File: config.mk
export PLATFORM = sky130hd
export DESIGN_NAME = morse_symbol_decoder
export DESIGN_NICKNAME = d
export VERILOG_FILES = /design/src/rtl/core/msd_pkg.sv /design/src/rtl/core/msd_cell.sv /design/src/rtl/core/msd_match.sv /design/src/rtl/core/morse_symbol_decoder.sv
export SDC_FILE = /design/constraint.sdc
export NUM_CORES = 1
export LEC_CHECK = 0
export BUFFER_PORTS_ARGS = -buffer_cell sky130_fd_sc_hd__buf_4
export CAP_MARGIN = 20
export CORE_MARGIN = 1
export CORE_UTILIZATION = 35
export DETAILED_ROUTE_END_ITERATION = 8
export PLACE_DENSITY = 0.57
export SLEW_MARGIN = 10
export SYNTH_ARGS = -nofsm -noshare
export SYNTH_HDL_FRONTEND = slang
export SYNTH_SLANG_ARGS = --single-unit
File: constraint.sdc
create_clock -name clk -period 2.9 [get_ports clk]
set_input_delay 0 -clock clk [delete_from_list [all_inputs] [get_ports clk]]
set_output_delay 0 -clock clk [all_outputs]
set_load 0.01 [all_outputs]
File: src/rtl/core/msd_pkg.sv
// msd_pkg: shared types, symbol codes and constant pattern tables of the
// morse symbol decoder. No dependencies; imported by every msd module.
`default_nettype none

package msd_pkg;

  // a stored symbol only has to tell the pattern bytes apart
  typedef enum logic [1:0] {
    SYM_DOT   = 2'd0,
    SYM_DASH  = 2'd1,
    SYM_PAD   = 2'd2,
    SYM_OTHER = 2'd3
  } sym_t;

  typedef struct packed {
    logic wr;   // symbol request accepted, write into first empty cell
    logic clr;  // buffer closed, refill with padding
    sym_t sym;
  } cell_ctrl_t;

  localparam logic [7:0] DOT_CHAR    = 8'd46;
  localparam logic [7:0] DASH_CHAR   = 8'd45;
  localparam logic [7:0] PAD_CHAR    = 8'd42;
  localparam logic [7:0] SPACE_CHAR  = 8'd32;
  localparam logic [7:0] LETTER_BASE = 8'd97;
  localparam logic [7:0] DIGIT_BASE  = 8'd48;
  localparam logic [7:0] NO_CHAR     = 8'd0;

  localparam int LETTER_CNT  = 26;
  localparam int LETTER_LEN  = 4;
  localparam int LETTER_MAX  = 5;
  localparam int DIGIT_CNT   = 10;
  localparam int DIGIT_LEN   = 5;
  localparam int PUNCT_CNT   = 17;
  localparam int PUNCT_LEN   = 7;
  localparam int MATCH_SLOTS = 7;

  localparam logic [1:0] ST_CHAR  = 2'd0;
  localparam logic [1:0] ST_SPACE = 2'd1;
  localparam logic [1:0] ST_BAD   = 2'd2;

  localparam logic [8*LETTER_LEN-1:0] LETTER_TAB [LETTER_CNT] = '{
    ".-**", "-...", "-.-.", "-..*", ".***", "..-.", "--.*", "....", "..**",
    ".---", "-.-*", ".-..", "--**", "-.**", "---*", ".--.", "--.-", ".-.*",
    "...*", "-***", "..-*", "...-", ".--*", "-..-", "-.--", "--.."
  };

  localparam logic [8*DIGIT_LEN-1:0] DIGIT_TAB [DIGIT_CNT] = '{
    "-----", ".----", "..---", "...--", "....-",
    ".....", "-....", "--...", "---..", "----."
  };

  // seven pattern bytes, then the character in the low byte
  localparam logic [8*(PUNCT_LEN+1)-1:0] PUNCT_TAB [PUNCT_CNT] = '{
    ".-.-.-*.", "---...*:", "--..--*,", "-.-.-.*;", "..--..*?", "-...-**=",
    ".----.*'", "-..-.**/", "-.-.--*!", "-....-*-", "..--.-*_", ".-..-.*\"",
    "-.--.**(", "-.--.-*)", "...-..-$", ".-...**&", ".--.-.*@"
  };

  function automatic sym_t char_to_sym(input logic [7:0] c);
    sym_t s;
    case (c)
      DOT_CHAR:  s = SYM_DOT;
      DASH_CHAR: s = SYM_DASH;
      PAD_CHAR:  s = SYM_PAD;
      default:   s = SYM_OTHER;
    endcase
    return s;
  endfunction

endpackage

`default_nettype wire

File: src/rtl/core/msd_cell.sv
// msd_cell: one symbol slot of the decoder buffer chain.
// Depends on msd_pkg (sym_t, cell_ctrl_t).
`default_nettype none

module msd_cell
  import msd_pkg::*;
(
  input  wire        clk,
  input  wire        rst_n,
  input  cell_ctrl_t ctrl,
  input  wire        prev_filled,
  output logic       filled,
  output sym_t       sym
);

  logic filled_r, filled_nxt;
  sym_t sym_r, sym_nxt;
  logic take;

  // the fill mark moves one cell to the right per stored symbol
  assign take = ctrl.wr && prev_filled && !filled_r;

  always_comb begin
    filled_nxt = filled_r;
    sym_nxt    = sym_r;
    if (ctrl.clr) begin
      filled_nxt = 1'b0;
      sym_nxt    = SYM_PAD;
    end else if (take) begin
      filled_nxt = 1'b1;
      sym_nxt    = ctrl.sym;
    end
  end

  always_ff @(posedge clk) begin
    if (!rst_n) begin
      filled_r <= 1'b0;
      sym_r    <= SYM_PAD;
    end else begin
      filled_r <= filled_nxt;
      sym_r    <= sym_nxt;
    end
  end

  assign filled = filled_r;
  assign sym    = sym_r;

endmodule

`default_nettype wire

File: src/rtl/core/msd_match.sv
// msd_match: compares the first seven slots against the letter, punctuation
// and digit tables in priority order. Depends on msd_pkg.
`default_nettype none

module msd_match
  import msd_pkg::*;
(
  input  sym_t       slot_sym [MATCH_SLOTS],
  input  wire        short_buf,
  output logic [7:0] match_char
);

  logic found;
  logic hit;

  always_comb begin
    match_char = NO_CHAR;
    found      = 1'b0;
    hit        = 1'b0;
    for (int i = 0; i < LETTER_CNT; i++) begin
      hit = short_buf;
      for (int k = 0; k < LETTER_LEN; k++) begin
        hit = hit && (slot_sym[k] ==
              char_to_sym(LETTER_TAB[i][8*(LETTER_LEN-k)-1 -: 8]));
      end
      if (hit && !found) begin
        match_char = LETTER_BASE + 8'(i);
        found      = 1'b1;
      end
    end
    for (int i = 0; i < PUNCT_CNT; i++) begin
      hit = 1'b1;
      for (int k = 0; k < PUNCT_LEN; k++) begin
        hit = hit && (slot_sym[k] ==
              char_to_sym(PUNCT_TAB[i][8*(PUNCT_LEN+1-k)-1 -: 8]));
      end
      if (hit && !found) begin
        match_char = PUNCT_TAB[i][7:0];
        found      = 1'b1;
      end
    end
    for (int i = 0; i < DIGIT_CNT; i++) begin
      hit = 1'b1;
      for (int k = 0; k < DIGIT_LEN; k++) begin
        hit = hit && (slot_sym[k] ==
              char_to_sym(DIGIT_TAB[i][8*(DIGIT_LEN-k)-1 -: 8]));
      end
      if (hit && !found) begin
        match_char = DIGIT_BASE + 8'(i);
        found      = 1'b1;
      end
    end
  end

endmodule

`default_nettype wire

File: src/rtl/core/morse_symbol_decoder.sv
// morse_symbol_decoder: top level, chain of msd_cell slots, msd_match and
// the registered result stage. Depends on msd_pkg, msd_cell, msd_match.
//
//   port group   dir   handshake         payload
//   in_*         in    in_valid/in_stall  in_symbol_byte
//   out_*        out   out_valid/out_stall out_decoded_char, out_decode_status
//   apb          in    psel/penable       paddr, pwdata, prdata
//
// one byte is taken every cycle while in_stall is low; its result appears in the output register
// on the following cycle, set by the combinational table match.
// rst_n is synchronous: buffer refilled with padding, codes back to 32 and 47.
// in_stall rises only while a result sits in the output register and
// out_stall holds it; the next byte is taken as soon as it is sent.
`default_nettype none

module morse_symbol_decoder
  import msd_pkg::*;
#(
  parameter int SYMBOL_SLOTS = 8
) (
  input  wire         clk,
  input  wire         rst_n,
  input  wire         in_valid,
  output logic        in_stall,
  input  wire  [7:0]  in_symbol_byte,
  output logic        out_valid,
  input  wire         out_stall,
  output logic [7:0]  out_decoded_char,
  output logic [1:0]  out_decode_status,
  input  wire         psel,
  input  wire         penable,
  input  wire         pwrite,
  input  wire  [2:0]  paddr,
  input  wire  [31:0] pwdata,
  output logic [31:0] prdata,
  output logic        pready
);

  localparam logic REG_SEP = 1'b0;
  localparam logic REG_WS  = 1'b1;

  logic [7:0] sep_r, sep_nxt;
  logic [7:0] ws_r, ws_nxt;
  logic       last_ws_r, last_ws_nxt;
  logic       ovf_r, ovf_nxt;
  logic       out_valid_r, out_valid_nxt;
  logic [7:0] char_r, char_nxt;
  logic [1:0] status_r, status_nxt;

  logic       accept, is_sep, is_ws, is_sym, dec, space, full, cfg_wr;
  logic [7:0] match_char, dec_char;
  cell_ctrl_t ctrl;
  logic [SYMBOL_SLOTS-1:0] filled;
  logic [SYMBOL_SLOTS-1:0] prev_filled;
  sym_t       slot_sym [SYMBOL_SLOTS];
  sym_t       match_sym [MATCH_SLOTS];

  assign pready   = 1'b1;
  assign cfg_wr   = psel && penable && pwrite && pready;
  assign in_stall = out_valid_r && out_stall;
  assign accept   = in_valid && !in_stall;

  assign is_sep = (in_symbol_byte == sep_r);
  assign is_ws  = (in_symbol_byte == ws_r);
  assign is_sym = !is_sep && !is_ws;
  assign dec    = accept && is_sep && !last_ws_r;
  assign space  = accept && is_ws && !(is_sep && !last_ws_r);
  assign full   = filled[SYMBOL_SLOTS-1];

  assign ctrl.wr  = accept && is_sym;
  assign ctrl.clr = dec;
  assign ctrl.sym = char_to_sym(in_symbol_byte);

  assign prev_filled = {filled[SYMBOL_SLOTS-2:0], 1'b1};

  for (genvar g = 0; g < SYMBOL_SLOTS; g++) begin : g_cell
    msd_cell u_cell (
      .clk         (clk),
      .rst_n       (rst_n),
      .ctrl        (ctrl),
      .prev_filled (prev_filled[g]),
      .filled      (filled[g]),
      .sym         (slot_sym[g])
    );
  end

  for (genvar g = 0; g < MATCH_SLOTS; g++) begin : g_tap
    assign match_sym[g] = slot_sym[g];
  end

  msd_match u_match (
    .slot_sym   (match_sym),
    .short_buf  (!filled[LETTER_MAX-1]),
    .match_char (match_char)
  );

  assign dec_char = ovf_r ? NO_CHAR : match_char;

  always_comb begin
    sep_nxt       = sep_r;
    ws_nxt        = ws_r;
    last_ws_nxt   = last_ws_r;
    ovf_nxt       = ovf_r;
    out_valid_nxt = out_valid_r && out_stall;
    char_nxt      = char_r;
    status_nxt    = status_r;
    if (cfg_wr) begin
      unique case (paddr[2])
        REG_SEP: sep_nxt = pwdata[7:0];
        REG_WS:  ws_nxt  = pwdata[7:0];
        default: ;
      endcase
    end
    if (accept) begin
      last_ws_nxt = is_ws;
    end
    if (ctrl.wr && full) begin
      ovf_nxt = 1'b1;
    end
    if (dec) begin
      ovf_nxt       = 1'b0;
      out_valid_nxt = 1'b1;
      char_nxt      = dec_char;
      status_nxt    = (dec_char != NO_CHAR) ? ST_CHAR : ST_BAD;
    end else if (space) begin
      out_valid_nxt = 1'b1;
      char_nxt      = SPACE_CHAR;
      status_nxt    = ST_SPACE;
    end
  end

  always_ff @(posedge clk) begin
    if (!rst_n) begin
      sep_r       <= SPACE_CHAR;
      ws_r        <= 8'd47;
      last_ws_r   <= 1'b0;
      ovf_r       <= 1'b0;
      out_valid_r <= 1'b0;
    end else begin
      sep_r       <= sep_nxt;
      ws_r        <= ws_nxt;
      last_ws_r   <= last_ws_nxt;
      ovf_r       <= ovf_nxt;
      out_valid_r <= out_valid_nxt;
    end
  end

  always_ff @(posedge clk) begin
    char_r   <= char_nxt;
    status_r <= status_nxt;
  end

  always_comb begin
    unique case (paddr[2])
      REG_SEP: prdata = {24'd0, sep_r};
      REG_WS:  prdata = {24'd0, ws_r};
      default: prdata = 32'd0;
    endcase
  end

  assign out_valid         = out_valid_r;
  assign out_decoded_char  = char_r;
  assign out_decode_status = status_r;

  // fill marks always form a run starting at slot zero
  a_fill_run: assert property (@(posedge clk) disable iff (!rst_n)
    $onehot0(filled ^ (filled >> 1)))
    else $error("symbol buffer fill marks not contiguous");

  a_ovf_full: assert property (@(posedge clk) disable iff (!rst_n)
    ovf_r |-> full)
    else $error("overflow flagged with free slots left");

  a_dec_clear: assert property (@(posedge clk) disable iff (!rst_n)
    dec |=> (!filled[0] && !ovf_r))
    else $error("buffer not emptied after a decode");

  a_bad_zero: assert property (@(posedge clk) disable iff (!rst_n)
    out_valid_r |-> ((out_decoded_char == NO_CHAR) == (out_decode_status == ST_BAD)))
    else $error("undecodable status and zero character disagree");

  a_space: assert property (@(posedge clk) disable iff (!rst_n)
    (out_valid_r && out_decode_status == ST_SPACE) |-> (out_decoded_char == SPACE_CHAR))
    else $error("word space result without space character");

endmodule

`default_nettype wire
# Word-level counts from Yosys, hierarchy flattened
# Cells that the tools add are included.
[classes] add_sub_neg=0 mul=0 n_div=0 magnitude_cmp=0 n_eq_ne=17 shift=0 n_mux=115 bitwise=2 n_reduce_logical=284
[ops] op="$mux W8" count=55
[ops] op="$logic_and A1 B1 Y1" count=208
[ops] op="$logic_not A1 Y1" count=65
[ops] op="$pmux W32 S2" count=1
[ops] op="$mux W1" count=54
[ops] op="$eq A8 B6 Y1 const B" count=3
[ops] op="$eq A8 B8 Y1" count=2
[ops] op="$eq A2 B1 Y1 const B" count=7
[ops] op="$logic_not A2 Y1" count=6
[ops] op="$eq A2 B2 Y1 const B" count=5
[ops] op="$reduce_bool A8 Y1" count=1
[ops] op="$mux W7" count=1
[ops] op="$mux W2" count=3
[ops] op="$pmux W2 S3" count=1
[ops] op="$reduce_and A2 Y1" count=2
[ops] op="$not A1 Y1" count=2
[ops] op="$reduce_bool A2 Y1" count=1
[ops] op="$reduce_or A2 Y1" count=1
[word_totals] regBits=51 latch_bits=0 ram_bits=0 romBits=0 inputBits=50 output_inout_bits=45 wordCells=440 n_memories=0

# Depth between registers and ports, before layout
# Gate-level depths: netlist (run 1).
[depth] ltp_word=166 mapped_depth=9 mapped_depth_nobuf=6

# Hierarchy
# A second synthesis (run 1) with hierarchy kept.
[unflattened] cells_unflattened=484 area_unflattened_um2=4042.6
[modules_own_cells] module="morse_symbol_decoder" instances=1 cells_each=181 area_each_um2=1602.8 seq_area_each_um2=680.7
[modules_own_cells] module="msd_match" instances=1 cells_each=207 area_each_um2=1378.8 seq_area_each_um2=0.0
[modules_own_cells] module="msd_cell" instances=8 cells_each=12 area_each_um2=132.6 seq_area_each_um2=60.1

# Worst setup path after synthesis (run 1)
# No wires, ideal clock.
[synth_path] path_kind="flip-flop to flip-flop" start="register g_cell[0].u_cell.sym_r[0]" end="register char_r[1] (netlist: out_decoded_char[1]) (data pin)" setup_ns=0.267 arrival_time_ns=1.875 required_time_ns=2.633 slack_ns=0.758 path_stages_with_launch=8 path_buffers=1 synth_period_minus_slack_ns=2.142 cell_sequence="dfxtp_1 buf_2 or3b_2 a2111oi_1 a221o_2 nor4b_4 a211oi_1 a31oi_1"
[synth_via] elab_chain_len=164 elab_cells_between_ends=341 cone_classes="eq/ne: 1; mux: 106; reduce/logical: 234"
[synth_lines] element="start: declaration" line="msd_cell.sv:17" source="sym_t sym_r, sym_nxt;"
[synth_lines] element="start signal: assignment" line="msd_cell.sv:41" source="sym_r <= sym_nxt;"
[synth_lines] element="$logic_not A2 Y1" line="msd_match.sv:23, msd_match.sv:34, msd_match.sv:45"
[synth_lines] element="$logic_and A1 B1 Y1 (4 in series)" line="msd_match.sv:23" source="hit = hit && (slot_sym[k] =="
[synth_lines] element="$mux W1" line="msd_match.sv:26" source="if (hit && !found) begin"
[synth_lines] element="$logic_not A1 Y1" line="msd_match.sv:26"
[synth_lines] element="$logic_and A1 B1 Y1" line="msd_match.sv:26"
[synth_lines] element="$mux W1" line="msd_match.sv:26"
[synth_lines] element="$logic_not A1 Y1" line="msd_match.sv:26"
[synth_lines] element="$logic_and A1 B1 Y1" line="msd_match.sv:26"
[synth_lines] element="(+145 left out)"
[synth_lines] element="$logic_not A1 Y1" line="msd_match.sv:48" source="if (hit && !found) begin"
[synth_lines] element="$logic_and A1 B1 Y1" line="msd_match.sv:48"
[synth_lines] element="$mux W1" line="msd_match.sv:48"
[synth_lines] element="$logic_not A1 Y1" line="msd_match.sv:48"
[synth_lines] element="$logic_and A1 B1 Y1" line="msd_match.sv:48"
[synth_lines] element="$mux W8 *" line="msd_match.sv:48"
[synth_lines] element="$mux W8 *" line="morse_symbol_decoder.sv:97" source="assign dec_char = ovf_r ? NO_CHAR : match_char;"
[synth_lines] element="$mux W8 *" line="morse_symbol_decoder.sv:120" source="if (dec) begin"
[synth_lines] element="end signal: assignment" line="morse_symbol_decoder.sv:149" source="char_r <= char_nxt;"
[synth_lines] element="end: declaration" line="morse_symbol_decoder.sv:47" source="logic [7:0] char_r, char_nxt;"
# Every way passes the cells marked *; elsewhere a longest branch is shown, timed or not.
# A chain may end at the register's enable or synchronous reset.

# Final worst setup path (run 1)
[layout_path] start="register g_cell[3].u_cell.sym_r[1]" end="register char_r[6] (netlist: out_decoded_char[6]) (data pin)"
[layout_via] elab_chain_len=161 elab_cells_between_ends=309 cone_classes="eq/ne: 2; mux: 107; reduce/logical: 200"
[layout_lines] element="start: declaration" line="msd_cell.sv:17"
[layout_lines] element="start signal: assignment" line="msd_cell.sv:41"
[layout_lines] element="$eq A2 B2 Y1" line="msd_match.sv:23"
[layout_lines] element="$logic_and A1 B1 Y1" line="msd_match.sv:23"
[layout_lines] element="$mux W1" line="msd_match.sv:26"
[layout_lines] element="$logic_not A1 Y1" line="msd_match.sv:26"
[layout_lines] element="$logic_and A1 B1 Y1" line="msd_match.sv:26"
[layout_lines] element="$mux W1" line="msd_match.sv:26"
[layout_lines] element="$logic_not A1 Y1" line="msd_match.sv:26"
[layout_lines] element="$logic_and A1 B1 Y1" line="msd_match.sv:26"
[layout_lines] element="(+145 left out)"
[layout_lines] element="$logic_not A1 Y1" line="msd_match.sv:48"
[layout_lines] element="$logic_and A1 B1 Y1" line="msd_match.sv:48"
[layout_lines] element="$mux W1" line="msd_match.sv:48"
[layout_lines] element="$logic_not A1 Y1" line="msd_match.sv:48"
[layout_lines] element="$logic_and A1 B1 Y1" line="msd_match.sv:48"
[layout_lines] element="$mux W8 *" line="msd_match.sv:48"
[layout_lines] element="$mux W8 *" line="morse_symbol_decoder.sv:97"
[layout_lines] element="$mux W8 *" line="morse_symbol_decoder.sv:120"
# Marked as above.

==> run_results.csv, run 1 <==
group,metric,value,unit
final_layout,final_layout_size_suffix_gt1_frac,0.184,
synth,syn_area,3810,µm²
setup_path,rr_startpoint,"g_cell[3].u_cell.sym[1]",
floorplanning,fp_rows,37,
route,total_routed_length,10.9,mm
power,power_density,312,nW/µm²
global_routing,via_count_of_the_first_global_routing_pass,3597,
global_routing,maximum_number_of_pins_on_one_net_before_global_route_repair,21,
setup_path,worstPathArrival,2.76,ns
place,io_buffers,42,
floorplanning,floorplan.initialDensity,0.364,
timing,timing.final.crit_period,2.70,ns
route,drt_first_pass_iters,4,
setup_path,startpoint,"g_cell[3].u_cell.sym[1]",
final_layout,n_antenna_cell,0,
timing,max_slew_violations,0,
synth,yosysSeqAreaShare,0.286,
power,p_leak,1.61,nW
route,highest_layer,"met4",
timing,hold-worst-slack,0.0374,ns
setup_path,end_of_the_critical_path,"out_decoded_char[6]",
timing,setup_repair_after_global_routing_missed_its_margin,"false",
setup_path,crit_slowest_cell,"sky130_fd_sc_hd__dfxtp_1",
worst_hold_path,worst_hold_path_type,"in -> reg",
place,detailed_place_hpwl,8.07,mm
clock_network,cts.clk_slew.worst_paths,0.11,ns
final_layout,area_growth,16.6,%
setup_path,critPathBufInv,0,
route,met1Wirelength,4.74,mm
timing,slew_headroom,0.356,
setup_path,r2r-end,"out_decoded_char[6]",
route,via_count,3705,
global_routing,grt_antenna_before_repair,0,
synth,ys_dominant_reg_cell,"sky130_fd_sc_hd__dfxtp_1",
global_routing,grt-ovfl-total,0,
floorplanning,core,10500,µm²
route,detailroute.wirelength.met2,5.20,mm
global_routing,grt_first_pass_wirelength,17.6,mm
setup_path,cp_data_required_time,2.97,ns
setup_path,worst-r2r-cell-count,6,
timing,hold_violations,0,
timing,timing.fmax,0.370,GHz
setup_path,timing.setup.critical_path_class,"reg -> reg",
floorplanning,design.die.area,11300,µm²
place,dp.cells,642,
setup_path,cp_cell_sequence,"or4_1 -> or3_1 -> nand4_1 -> nor4b_4 -> a31oi_1 -> nor2b_1",
setup_path,worstSetupStartpointType,"flip-flop",
synth,synthDistinctLibCells,70,
setup_path,crit_path_max_incr_delay,0.71,ns
synth,postSynthCellCount,468,
synth,synth-edff-count,9,
final_layout,post-route-cell-area,4440,µm²
timing,tightestPinTransition,0.957,ns
setup_path,r2r_slack,0.20,ns
timing,final.period_utilization,0.931,
clock_network,clk_root_buffer_cell,"sky130_fd_sc_hd__clkbuf_8",
setup_path,biggest_fanout_along_the_worst_timing_path,16,
synth,postSynthRegisterBits,50,
route,vias_per_cell,5.60,
power,ir_worst_vdd,0.000187,V
route,avgRoutedWirePerCell,16.4,µm
synth,asyncSetResetFlopFracSynth,0,
clock_network,cts_htree_levels,2,
clock_network,cts_tree,"built",
clock_network,cts_sinks,50,
floorplanning,die_y,106,µm
timing,setup_clock_skew_after_layout,0.0166,ns
clock_network,clockBufferDepth,2,
final_layout,final-instance-count-excl-fill,662,
clock_network,cts_post_setup_buffers_inserted,0,
timing,finalSetupTns,0,ns
flow_run,number_of_max_cap_violations,0,
synth,postSynthAreaPerCell,8.14,µm²
setup_path,worstSetupEndpointType,"flip-flop",
floorplanning,num_io_pins,95,
route,detail-route-antenna-nets,0,
place,placed_area,4230,µm²
final_layout,final_net_count,575,
route,detail_route.iter0.violations,190,
route,drt_drc,0,
clock_network,clock_latency,0.31,ns
synth,yosysWarningCount,0,
worst_hold_path,worst_hold_startpoint,"out_stall",
place,place.gp.congestion,0.893,
setup_path,cp_top_family,"simple AND/OR/NAND/NOR gates",
route,met3_wirelength,618,µm
floorplanning,die_width,106,µm
clock_network,cts_inserted_buffers,5,
timing,setup_viol,0,
clock_network,ctsResizeCount,0,
outcome,outcome,"completed",
final_layout,num-fill-cells,1085,
global_routing,groute.usage.overall,0.195,
setup_path,critical_path_cell_count,6,
sequential cells by signal, indices dropped and copies added, names as in the netlist:
register / count
g_cell.u_cell.sym: 14
g_cell.u_cell.filled: 8
sep_r: 8
ws_r: 8
out_decoded_char: 7
out_decode_status: 2
last_ws_r: 1
out_valid: 1
ovf_r: 1
layer usage:
layer	GRT usage	up-vias
met5	0	-
met4	0.0913	0
met3	0.0245	28
met2	0.332	139
met1	0.243	1738
li1	-	1800
worst register-to-register path, stage by stage, from the launching register on:
cell                      delay [ns]
sky130_fd_sc_hd__dfxtp_1        0.71
sky130_fd_sc_hd__or4_1          0.23
sky130_fd_sc_hd__or3_1          0.18
sky130_fd_sc_hd__nand4_1        0.26
sky130_fd_sc_hd__nor4b_4        0.68
sky130_fd_sc_hd__a31oi_1        0.22
sky130_fd_sc_hd__nor2b_1        0.18
final cells by class:
cell class	count	area, µm²	area share
multi-input cells	382	2430	0.548
clock buffers	6	72.6	0.0163
well taps	136	170	0.0383
repair buffers	78	628	0.141
inverters	8	30.0	0.00676
clock inverters	2	17.5	0.00394
flip-flops and latches	50	1090	0.245
synth_stat cells, types with 9 or more instances:
master	number	area [µm²]
sky130_fd_sc_hd__nand2_1	60	225
sky130_fd_sc_hd__nor2_1	42	158
sky130_fd_sc_hd__dfxtp_1	41	821
sky130_fd_sc_hd__buf_4	32	240
sky130_fd_sc_hd__nand3_1	20	100
sky130_fd_sc_hd__nand4_1	19	119
sky130_fd_sc_hd__a21oi_1	18	90.1
sky130_fd_sc_hd__xnor2_1	17	149
sky130_fd_sc_hd__nor3_1	14	70.1
sky130_fd_sc_hd__mux2i_1	13	130
sky130_fd_sc_hd__a21boi_0	12	90.1
sky130_fd_sc_hd__clkbuf_1	11	41.3
sky130_fd_sc_hd__nor4b_1	10	87.6
sky130_fd_sc_hd__a31oi_1	9	56.3
sky130_fd_sc_hd__edfxtp_1	9	270
per-stage QoR:
step / worst slack, ns / utilization / power (mW)
2_1_floorplan: 0.758 / - / 0.915
3_3_place_gp: 0.192 / 0.405 / 0.963
3_5_place_dp: 0.260 / 0.405 / 0.965
4_1_cts: 0.263 / 0.425 / 1.41
5_1_grt: 0.0319 / 0.425 / 1.45
6_report: 0.201 / 0.425 / 1.39
how the worst min path moves through the flow:
stage,slack [ns],cells past startpoint,to
final,0.04,3,out_valid
after global routing,0.06,3,out_valid
after CTS,0.03,3,out_valid
after detailed placement,0.22,3,ws_r[3]
after global placement,0.22,3,sep_r[5]
after floorplan,0.12,2,sep_r[5]
repair_timing:
| item | CTS | global route |
|---|---|---|
| hold endpoints to repair | 16 | 0 |
| endpoints found under the setup margin | 0 | 0 |
| hold buffers | 12 | 0 |
placed cells by master, fill, tap and decap left out, drive strengths merged, types with 4 or more instances in the layout:
| cell | instances |
|---|---|
| buf | 66 |
| nand2 | 60 |
| nor2 | 42 |
| dfxtp | 41 |
| conb | 26 |
| nand3 | 20 |
| nand4 | 19 |
| a21oi | 18 |
| xnor2 | 17 |
| nor4b | 16 |
| nor3 | 14 |
| mux2i | 13 |
| a21boi | 12 |
| dlygate4sd3 | 12 |
| a31oi | 9 |
| edfxtp | 9 |
| inv | 9 |
| mux2 | 8 |
| nor4bb | 6 |
| o21ai | 6 |
| nor4 | 6 |
| clkbuf | 6 |
| or3 | 5 |
| nand3b | 5 |
| or4 | 5 |
| nor2b | 5 |
| o211ai | 5 |
| a2111oi | 5 |
| o21bai | 4 |
| a211oi | 4 |
| and2 | 4 |
power by group:
part	internal, mW	switching, mW
logic	0.101	0.117
clock network	0.176	0.248
registers	0.719	0.0259
kinds of logic after synthesis:
group | after synthesis | synth area share
AND/OR/NAND/NOR | 228 | 0.339
XOR/XNOR | 19 | 0.0437
other | 2 | 0.00197
buffers and inverters | 60 | 0.0985
AO/OA/AOI/OAI | 88 | 0.172
flip-flops | 50 | 0.286
multiplexers | 21 | 0.0578
(Power assumes the default switching activity.)
==> run 2, diff against run 1 <==
--- a/config.mk
+++ b/config.mk
@@ -8,9 +8,9 @@
 export BUFFER_PORTS_ARGS = -buffer_cell sky130_fd_sc_hd__buf_4
 export CAP_MARGIN = 20
 export CORE_MARGIN = 1
-export CORE_UTILIZATION = 35
+export CORE_UTILIZATION = 54
 export DETAILED_ROUTE_END_ITERATION = 8
-export PLACE_DENSITY = 0.57
+export PLACE_DENSITY = 0.82
 export SLEW_MARGIN = 10
 export SYNTH_ARGS = -nofsm -noshare
 export SYNTH_HDL_FRONTEND = slang
==> run 2 against run 1 <==
Effect of this change:
- die area is 35% lower
- non-clock buffer count is 4 lower
- cell count is 6.6% lower
- utilization is 22 points higher
- sequential power hardly changed
- fmax is 2.8% lower
- critical path depth stayed put
- clock-buffer cell count stayed put
- sequential cell count stayed put
- register-to-register slack worse by 0.08 ns
- first-iteration DRC count is 54% higher
==> run_results.csv, run 2 (synthesis results as in run 1) <==
group,metric,value,unit
global_routing,grt_antenna_before_repair,0,
floorplanning,floorplan.initialDensity,0.561,
route,met3_wirelength,674,µm
final_layout,final-instance-count-excl-fill,618,
power,total_power,1.45,mW
setup_path,r2r-end,"out_decoded_char[6]",
setup_path,worstSetupStartpointType,"flip-flop",
global_routing,grt_first_pass_wirelength,16.8,mm
setup_path,r2r_slack,0.12,ns
clock_network,cts_htree_levels,2,
timing,setup_viol,0,
clock_network,clockBufferDepth,2,
timing,tightestPinTransition,0.904,ns
final_layout,post-route-cell-area,4370,µm²
setup_path,cp_data_required_time,2.96,ns
setup_path,worstSetupEndpointType,"flip-flop",
floorplanning,die_y,86.0,µm
power,ir_worst_vdd,0.000256,V
setup_path,worstPathArrival,2.83,ns
setup_path,rr_startpoint,"g_cell[2].u_cell.sym[1]",
global_routing,groute.usage.overall,0.286,
timing,max_slew_violations,0,
timing,hold_violations,0,
timing,hold-worst-slack,0.0714,ns
clock_network,cts.clk_slew.worst_paths,0.09,ns
route,highest_layer,"met4",
route,drt_first_pass_iters,5,
timing,setup_repair_after_global_routing_missed_its_margin,"false",
timing,final.period_utilization,0.958,
outcome,outcome,"completed",
clock_network,cts_tree,"built",
clock_network,clk_root_buffer_cell,"sky130_fd_sc_hd__clkbuf_8",
place,placed_area,4160,µm²
final_layout,num-fill-cells,578,
final_layout,final_layout_size_suffix_gt1_frac,0.182,
route,detailroute.wirelength.met2,5.01,mm
final_layout,area_growth,14.5,%
worst_hold_path,hold_ep,"out_valid",
clock_network,cts_sinks,50,
timing,slew_headroom,0.392,
worst_hold_path,worst_hold_path_type,"in -> reg",
route,met1Wirelength,4.30,mm
place,place.gp.congestion,1.02,
global_routing,grt-ovfl-total,0,
floorplanning,design.die.area,7400,µm²
final_layout,final_net_count,571,
floorplanning,num_io_pins,95,
place,detailed_place_hpwl,7.62,mm
route,drt_drc,0,
timing,setup_clock_skew_after_layout,0.0101,ns
route,total_routed_length,10.4,mm
floorplanning,die_width,86.0,µm
route,avgRoutedWirePerCell,16.8,µm
power,power_density,332,nW/µm²
route,detail_route.iter0.violations,293,
setup_path,biggest_fanout_along_the_worst_timing_path,18,
route,vias_per_cell,6.13,
timing,finalSetupTns,0,ns
floorplanning,fp_rows,30,
timing,timing.final.ws_setup,0.122,ns
clock_network,clock_latency,0.30,ns
floorplanning,core,6790,µm²
final_layout,layout_commonest_cell,"sky130_fd_sc_hd__buf_4",
place,pre_cts_ws,0.220,ns
place,io_buffers,42,
setup_path,worst-r2r-cell-count,6,
route,detail-route-antenna-nets,0,
final_layout,final_cell_mix,"64 x sky130_fd_sc_hd__buf_4, 60 x sky130_fd_sc_hd__nand2_1, 42 x sky130_fd_sc_hd__nor2_1",
power,p_leak,1.61,nW
global_routing,via_count_of_the_first_global_routing_pass,3525,
final_layout,final_core_util,0.643,
setup_path,timing.setup.critical_path_class,"reg -> reg",
global_routing,maximum_number_of_pins_on_one_net_before_global_route_repair,21,
place,dp.cells,600,
timing,timing.fmax,0.360,GHz
timing,timing.final.crit_period,2.78,ns
clock_network,cts_post_setup_buffers_inserted,0,
final_layout,largest_register_ff_count,14,
route,via_count,3791,
final_layout,n_antenna_cell,0,
flow_run,number_of_max_cap_violations,0,
worst_hold_path,worst_hold_startpoint,"out_stall",
worst_hold_path,min_delay_path_depth,3,
clock_network,cts_inserted_buffers,5,
[run 2: area by class of cell]
class | instances | area [µm²] | share of cell area
timing repair buffer | 74 | 581 | 0.133
inverter | 8 | 30.0 | 0.00688
multi-input combinational | 382 | 2430 | 0.558
clock inverter | 2 | 36.3 | 0.00831
tap | 96 | 120 | 0.0275
clock buffer | 6 | 72.6 | 0.0166
sequential | 50 | 1090 | 0.250
[run 2: where the power goes]
group,switching (mW),internal (mW),total (mW)
registers,0.0288,0.719,0.748
logic,0.115,0.0986,0.213
clock network,0.229,0.258,0.487
total,0.372,1.08,1.45
[run 2: layer usage]
metal | vias to the layer above | track usage
met3 | 40 | 0.0423
li1 | 1799 | -
met5 | - | 0
met4 | 0 | 0.133
met1 | 1750 | 0.355
met2 | 202 | 0.486
[run 2: timing repair]
action	in CTS	in global routing
hold endpoints to repair	16	0
gates resized for setup	0	0
hold buffers	10	0
[run 2: worst max-delay path, cell delays in order, from the launching register on]
cell	delay, ns
sky130_fd_sc_hd__dfxtp_1	0.78
sky130_fd_sc_hd__or4_1	0.23
sky130_fd_sc_hd__or3_1	0.19
sky130_fd_sc_hd__nand4_1	0.26
sky130_fd_sc_hd__nor4b_4	0.67
sky130_fd_sc_hd__a31oi_1	0.22
sky130_fd_sc_hd__nor2b_1	0.19
[run 2: worst max-delay path by stage]
stage	slack, ns	from	to
4_1_cts	0.21	g_cell[2].u_cell.sym[1]	out_decoded_char[6]
3_3_place_gp	0.27	g_cell[2].u_cell.sym[1]	out_decoded_char[6]
3_5_place_dp	0.22	g_cell[2].u_cell.sym[1]	out_decoded_char[6]
5_1_grt	0.003	g_cell[2].u_cell.sym[1]	out_decoded_char[6]
2_1_floorplan	0.76	g_cell[0].u_cell.sym[0]	out_decoded_char[1]
6_report	0.12	g_cell[2].u_cell.sym[1]	out_decoded_char[6]
